==> src/rtl/core/tvkv_pkg.sv <==
// Shared types and constants for the time-versioned key/value lookup block.
`default_nettype none

package tvkv_pkg;

  // Width of a stored or queried timestamp.
  localparam int unsigned TS_W = 31;

  // Command codes carried on the input channel.
  localparam logic CMD_SET = 1'b0;
  localparam logic CMD_GET = 1'b1;

  // Status codes returned on the result channel.
  typedef logic [1:0] status_t;
  localparam status_t STAT_STORED    = 2'd0;
  localparam status_t STAT_FOUND     = 2'd1;
  localparam status_t STAT_NOT_FOUND = 2'd2;
  localparam status_t STAT_FULL      = 2'd3;

  // Control sequencer states.
  typedef enum logic [1:0] {
    ST_IDLE,
    ST_SCAN,
    ST_PEND
  } state_t;

endpackage

`default_nettype wire

==> src/rtl/core/tvkv_best.sv <==
// Best-match tracker: keeps the latest entry whose timestamp is the largest not above the query.
`default_nettype none

module tvkv_best
  import tvkv_pkg::*;
#(
  parameter int unsigned KEY_WIDTH   = 32,
  parameter int unsigned VALUE_WIDTH = 32
) (
  input  wire logic                   clk,
  input  wire logic                   rst_n,
  input  wire logic                   clear,
  input  wire logic                   cand_vld,
  input  wire logic [KEY_WIDTH-1:0]   cand_key,
  input  wire logic [TS_W-1:0]        cand_ts,
  input  wire logic [VALUE_WIDTH-1:0] cand_value,
  input  wire logic [KEY_WIDTH-1:0]   q_key,
  input  wire logic [TS_W-1:0]        q_ts,
  output logic                        hit,
  output logic [VALUE_WIDTH-1:0]      best_value
);

  logic                   hit_r, hit_nxt;
  logic [TS_W-1:0]        best_ts_r, best_ts_nxt;
  logic [VALUE_WIDTH-1:0] best_val_r, best_val_nxt;
  logic                   take;

  // A candidate replaces the current best when its key matches, it is not
  // later than the query, and it is at least as late as the best so far.
  // Ties go to the later entry, as entries arrive in insertion order.
  always_comb begin
    take = cand_vld && (cand_key == q_key) && (cand_ts <= q_ts) &&
           (!hit_r || (cand_ts >= best_ts_r));
    hit_nxt      = hit_r;
    best_ts_nxt  = best_ts_r;
    best_val_nxt = best_val_r;
    if (clear) begin
      hit_nxt = 1'b0;
    end else if (take) begin
      hit_nxt      = 1'b1;
      best_ts_nxt  = cand_ts;
      best_val_nxt = cand_value;
    end
  end

  always_ff @(posedge clk) begin
    if (!rst_n) begin
      hit_r <= 1'b0;
    end else begin
      hit_r <= hit_nxt;
    end
    best_ts_r  <= best_ts_nxt;
    best_val_r <= best_val_nxt;
  end

  assign hit        = hit_r;
  assign best_value = best_val_r;

endmodule

`default_nettype wire

==> config.mk <==
export PLATFORM = sky130hd
export DESIGN_NAME = tvkv_best
export DESIGN_NICKNAME = d
export VERILOG_FILES = /design/src/rtl/core/tvkv_pkg.sv /design/src/rtl/core/tvkv_best.sv
export SDC_FILE = /design/constraint.sdc
export NUM_CORES = 1
export LEC_CHECK = 0
export BUFFER_PORTS_ARGS = -buffer_cell sky130_fd_sc_hd__buf_4
export CAP_MARGIN = 20
export CELL_PAD_IN_SITES_DETAIL_PLACEMENT = 1
export CELL_PAD_IN_SITES_GLOBAL_PLACEMENT = 1
export CORE_MARGIN = 2
export CORE_UTILIZATION = 38
export CTS_BUF_LIST = sky130_fd_sc_hd__clkbuf_8
export DETAILED_ROUTE_END_ITERATION = 10
export GPL_ROUTABILITY_DRIVEN = 0
export PLACE_DENSITY = 0.91
export SYNTH_ARGS = -nofsm -noshare
export SYNTH_HDL_FRONTEND = slang
export SYNTH_SLANG_ARGS = --single-unit
export TNS_END_PERCENT = 1
==> constraint.sdc <==
create_clock -name clk -period 9.2 [get_ports clk]
set_input_delay 1.84 -clock clk [delete_from_list [all_inputs] [get_ports clk]]
set_output_delay 1.84 -clock clk [all_outputs]
set_load 0.1 [all_outputs]
== After elaboration in Yosys (flattened, before gate mapping) ==
Cells that the tools add are included.

* Bits in registers: 64
* Input bits: 162
* Logic and storage cells: 15

* Order comparisons: 2
* Equality and inequality tests: 1
* Bitwise gates (word level): 2
* Reductions and logical operators: 7

{| class="wikitable"
|+ Operator list
! cell !! number
|-
| 32-bit == test || 1
|-
| 31-bit greater-or-equal comparator || 1
|-
| 31-bit <= comparator || 1
|-
| 1-bit logical AND || 3
|-
| 1-bit NOT || 2
|-
| 2-bit AND reduction || 1
|-
| 2-bit OR reduction || 1
|-
| 1-bit zero test || 1
|-
| 1-bit logical OR || 1
|}

== Depth between registers and ports, before layout ==
* Depth in word-level cells: 5
* Mapped depth: 8
* Depth with buffers taken out: 8

== Worst setup path before layout ==
OpenSTA, ideal clock, no wires.

* Kind: input port to flip-flop
* Start point: input q_ts[28]
* End point: register best_ts_r[0] (enable)
* Library setup time: 0.429 ns
* Arrival: 4.612 ns
* Data required time: 8.771 ns
* Slack: 4.159 ns
* Cell stages on the path: 8
* Path through: inv_1 ha_1 a21o_1 a21oi_1 o221ai_1 a211oi_1 o2111a_2 o311a_1

* Cells in the longest elaborated chain, start to end: 4

{| class="wikitable"
|+ RTL lines
! item !! RTL line !! text
|-
| start, declared || tvkv_best.sv:18 || <nowiki>input wire logic [TS_W-1:0] q_ts,</nowiki>
|-
| 31-bit <= comparator || tvkv_best.sv:32 || <nowiki>take = cand_vld && (cand_key == q_key) && (cand_ts <= q_ts) &&</nowiki>
|-
| 1-bit logical AND (2 in series) || tvkv_best.sv:32 ||
|-
| 2-bit AND reduction (no source line) || - ||
|-
| end signal, assigned || tvkv_best.sv:52 || <nowiki>best_ts_r <= best_ts_nxt;</nowiki>
|-
| end, declared || tvkv_best.sv:24 || <nowiki>logic [TS_W-1:0] best_ts_r, best_ts_nxt;</nowiki>
|}

Every way passes these cells.
A chain may end at the register's enable or synchronous reset.

== Worst setup path in the final report ==
* Start point: input cand_ts[20]
* End point: register best_val_r[3] (netlist: best_value[3]) (enable)

* Cells in the longest elaborated chain, start to end: 4
* Elaborated cells on any way between the ends: 6
* Classes of those cells: order compare (2); reduce/logical (4)

{| class="wikitable"
|+ RTL lines
! item !! RTL line !! text
|-
| start, declared || tvkv_best.sv:15 || <nowiki>input wire logic [TS_W-1:0] cand_ts,</nowiki>
|-
| 31-bit <= comparator or 31-bit greater-or-equal comparator (tied branches) || tvkv_best.sv:32, tvkv_best.sv:33 ||
|-
| 1-bit logical AND or 1-bit logical OR (tied branches) || tvkv_best.sv:32, tvkv_best.sv:33 ||
|-
| 1-bit logical AND * || tvkv_best.sv:32 ||
|-
| 2-bit AND reduction (no source line) * || - ||
|-
| end signal, assigned || tvkv_best.sv:53 || <nowiki>best_val_r <= best_val_nxt;</nowiki>
|-
| end, declared || tvkv_best.sv:25 || <nowiki>logic [VALUE_WIDTH-1:0] best_val_r, best_val_nxt;</nowiki>
|}

Every way passes the cells marked *; elsewhere a longest branch is shown, timed or not.

==> report_table.html <==
<table>
<tr><th>Metric</th><th>Value</th></tr>
<tr><th colspan="2">CTS</th></tr>
<tr><td>TritonCTS clock tree</td><td>built</td></tr>
<tr><td>Skew-Pair Late Insertion Delay</td><td>0.35 ns</td></tr>
<tr><td>Number of buffers inserted for hold repair after clock tree synthesis</td><td>0</td></tr>
<tr><td>Post-cts gate resize count</td><td>0</td></tr>
<tr><td>Number of buffers inserted during clock tree synthesis</td><td>9</td></tr>
<tr><td>Depth of the CTS H-tree</td><td>3</td></tr>
<tr><td>Clock root buffer</td><td>clkbuf_8</td></tr>
<tr><td>Clock net sink count</td><td>64</td></tr>
<tr><td>Clock edge transition at the registers on the reported setup and hold paths</td><td>0.06 ns</td></tr>
<tr><td>Post-CTS setup-driven buffer insertion count</td><td>0</td></tr>
<tr><td>Clock Tree Buf Depth</td><td>2</td></tr>
<tr><th colspan="2">Route</th></tr>
<tr><td>Via count of the routed design</td><td>3318</td></tr>
<tr><td>Detailed Routing Iterations Pass 1</td><td>6</td></tr>
<tr><td># DRC</td><td>0</td></tr>
<tr><td>Post-DR wirelength/cell</td><td>17.88 um</td></tr>
<tr><td>Antenna viol nets, final</td><td>0</td></tr>
<tr><td>Iteration-0 DRC count of the detailed router</td><td>78</td></tr>
<tr><td>Mean number of vias per cell</td><td>4.952</td></tr>
<tr><td>Final WL</td><td>11.98 mm</td></tr>
<tr><th colspan="2">Synthesis</th></tr>
<tr><td>Average instance area after synthesis</td><td>11.85 sq um</td></tr>
<tr><td>Count of unique library cells instantiated by Yosys</td><td>34</td></tr>
<tr><td>Fraction of registers with async set or reset after synthesis</td><td>0</td></tr>
<tr><td>Number of flops mapped to enable cells by yosys</td><td>63</td></tr>
<tr><td>Post-Synthesis Cell Area</td><td>0.003876 sq mm</td></tr>
<tr><td>Synthesized net count</td><td>551</td></tr>
<tr><td>Post-Syn Instances</td><td>327</td></tr>
<tr><td>Dominant register cell in the synthesized netlist</td><td>edfxtp_1</td></tr>
<tr><td>Synth Warn #</td><td>0</td></tr>
<tr><td>Fraction of the yosys area taken by sequential cells</td><td>0.4932</td></tr>
<tr><td>Yosys reg bits</td><td>64</td></tr>
<tr><th colspan="2">Layout</th></tr>
<tr><td>Commonest non-fill, non-tap cell in the layout</td><td>buf_4</td></tr>
<tr><td>Non-Filler Cell Area, Final</td><td>0.005708 sq mm</td></tr>
<tr><td>Filler Cell Count</td><td>1089</td></tr>
<tr><td>Ratio of cells with drive above 1 in the final layout</td><td>0.3985</td></tr>
<tr><td>Count of inserted antenna diode cells</td><td>0</td></tr>
<tr><td>Post-layout net count</td><td>757</td></tr>
<tr><td>Synthesis-to-layout area growth</td><td>47.26%</td></tr>
<tr><td>Commonest non-fill, non-tap cells in the layout</td><td>buf_4, inv_1, edfxtp_1</td></tr>
<tr><th colspan="2">Floorplan</th></tr>
<tr><td>Number of core rows</td><td>36</td></tr>
<tr><td>Total core area</td><td>0.009819 sq mm</td></tr>
<tr><td>Floorplan die height</td><td>105.0 um</td></tr>
<tr><td>Initial Util</td><td>0.3948</td></tr>
<tr><td>IO Pins</td><td>195</td></tr>
<tr><td>Horiz. Die Dim</td><td>105.0 um</td></tr>
<tr><td>Full die area</td><td>0.01102 sq mm</td></tr>
<tr><th colspan="2">GRT</th></tr>
<tr><td>Global-route wire length before repair</td><td>18.93 mm</td></tr>
<tr><td>GRT Overall Usage</td><td>0.2237</td></tr>
<tr><td>GR Overflow Total</td><td>0</td></tr>
<tr><td>Maximum number of pins on one net before global-route repair</td><td>42</td></tr>
<tr><td>Initial antenna violation count</td><td>0</td></tr>
<tr><td>Number of global-route vias before repair</td><td>3846</td></tr>
<tr><th colspan="2">Status</th></tr>
<tr><td>Result of the run</td><td>finished clean</td></tr>
<tr><th colspan="2">Timing</th></tr>
<tr><td>Setup skew after layout</td><td>0.01174 ns</td></tr>
<tr><td>Fmax</td><td>218.1 MHz</td></tr>
<tr><td>Setup Total Neg Slack</td><td>0 ns</td></tr>
<tr><td>Headroom to the max-slew limit</td><td>0.5806</td></tr>
<tr><td>RSZ-0062 raised after global routing</td><td>no</td></tr>
<tr><td>Worst-margin pin slew</td><td>0.6291 ns</td></tr>
<tr><td>Finish-stage setup viols</td><td>0</td></tr>
<tr><td>Max Slew Vio Count</td><td>0</td></tr>
<tr><td>Final cycle utilization of the critical path</td><td>0.4984</td></tr>
<tr><td>Final hold viol count</td><td>0</td></tr>
<tr><td>Post-layout minimum cycle time</td><td>4.585 ns</td></tr>
<tr><th colspan="2">Worst setup path</th></tr>
<tr><td>Worst-path maximum fanout</td><td>41</td></tr>
<tr><td>FF-to-FF Start</td><td>best_ts_r[13]</td></tr>
<tr><td>Endpoint arrival time on the critical path</td><td>4.57 ns</td></tr>
<tr><td>Worst Setup End Kind</td><td>flip-flop</td></tr>
<tr><td>Path type of the worst setup path</td><td>in -&gt; reg</td></tr>
<tr><td>Required time of the critical path</td><td>9.18 ns</td></tr>
<tr><td>Startpoint types</td><td>primary input</td></tr>
<tr><td>Startpoint of the worst setup timing path</td><td>cand_ts[20]</td></tr>
<tr><th colspan="2">Power and ir drop</th></tr>
<tr><td>Cell internal pwr</td><td>540.7 uW</td></tr>
<tr><td>Proportion of power drawn by the clock network</td><td>0.366</td></tr>
<tr><td>Total power density per cell area</td><td>122.7 mW/mm^2</td></tr>
<tr><td>Switching portion of total power</td><td>0.2280</td></tr>
<tr><td>Leak pwr</td><td>0.002756 uW</td></tr>
<tr><td>Highest ir drop seen on vdd</td><td>0.00006964 V</td></tr>
<tr><td>Net switching component of the power</td><td>159.7 uW</td></tr>
<tr><td>Sequential share of power</td><td>0.457</td></tr>
<tr><td>Part of the total power dissipated in combinational logic</td><td>0.178</td></tr>
<tr><th colspan="2">Min path</th></tr>
<tr><td>Origin of the worst min-delay path</td><td>hit</td></tr>
<tr><td>Path category of the worst min-delay check</td><td>reg -&gt; reg</td></tr>
<tr><th colspan="2">Placed design</th></tr>
<tr><td>Standard cell area after detailed placement</td><td>0.005508 sq mm</td></tr>
<tr><td>Hpwl dp</td><td>10.05 mm</td></tr>
<tr><td>Count of input and output buffers</td><td>194</td></tr>
<tr><th colspan="2">Run</th></tr>
<tr><td>Max Cap Violations</td><td>0</td></tr>
</table>
-- metal layers --
metal,global-route usage,share of wire,vias up
met5,0,0,-
met4,0.07333,0.018,0
met3,0.07985,0.087,18
met2,0.4314,0.54,160
met1,0.2190,0.36,1547
li1,-,-,1593
-- through the flow --
stage / hold WS, ns / worst slack (ns) / instances / utilization / power [uW]
2_1_floorplan: 1.031 / 4.159 / 327 / - / 373.5
3_3_place_gp: 0.5682 / 4.355 / 655 / 0.5609 / 442.3
3_5_place_dp: 0.5678 / 4.234 / 655 / 0.5609 / 451.8
4_1_cts: 0.5870 / 4.616 / 670 / 0.5813 / 706.2
5_1_grt: 0.6093 / 4.443 / 670 / 0.5813 / 730.1
6_report: 0.5776 / 4.615 / 670 / 0.5813 / 700.3
-- sequential cells by signal, summed over array words and instances, names as in the netlist --
name        count
hit             1
best_value     32
best_ts_r      31
-- power by group through the flow --
stage                     clock network [uW]  logic [uW]  registers [uW]
after floorplan                            0        47.2             326
after global placement                     0         116             326
after detailed placement                   0         126             326
after CTS                                260         126             320
after global routing                     273         138             320
final                                    256         124             320
-- Yosys cell counts, types with 2 or more instances --
cell type,number,area [sq um]
nand4_1,12,75.07
inv_1,66,247.7
o21ai_0,6,30.03
a21o_1,6,45.04
edfxtp_1,63,1892
o221ai_1,3,26.28
xnor2_1,12,105.1
a211oi_1,4,30.03
nor3_1,2,10.01
nor2_1,7,26.28
o21a_1,4,30.03
a21oi_1,18,90.09
nand2_1,10,37.54
and4_1,3,26.28
nand3_1,8,40.04
nor4_1,5,31.28
xor2_1,20,175.2
ha_1,62,775.7
-- cell type report --
cell class	count	area, sq um	area share
clock buffer	9	123.9	0.02170
clock inverter	6	76.32	0.01337
inverter	66	247.7	0.04340
multi-input combinational	197	1718	0.3010
sequential	64	1912	0.3349
tap	133	166.4	0.02915
timing repair buffer	195	1464	0.2565
-- path summary, 6_finish.rpt --
check	end	slack [ns]	cells after the start
min	hit	0.58	1
min reg2reg	hit	0.58	1
max	best_value[3]	4.61	9
max reg2reg	best_value[3]	6.12	8
-- worst max-delay path, stage by stage --
cell and delay, ns:
buf_4 0.12, ha_1 0.31, a21o_1 0.18, a21oi_1 0.26, nor2b_4 0.07, o311ai_1 0.33
o2111a_2 0.27, o311a_2 0.60, buf_4 0.57
-- cells by family after synthesis --
kind of cell | synth area share
AO/OA/AOI/OAI | 0.09135
buffers and inverters | 0.06391
flip-flops | 0.4932
adder cells (fa/ha/maj) | 0.2001
XOR/XNOR | 0.07231
AND/OR/NAND/NOR | 0.07909
(Power assumes the default switching activity.)
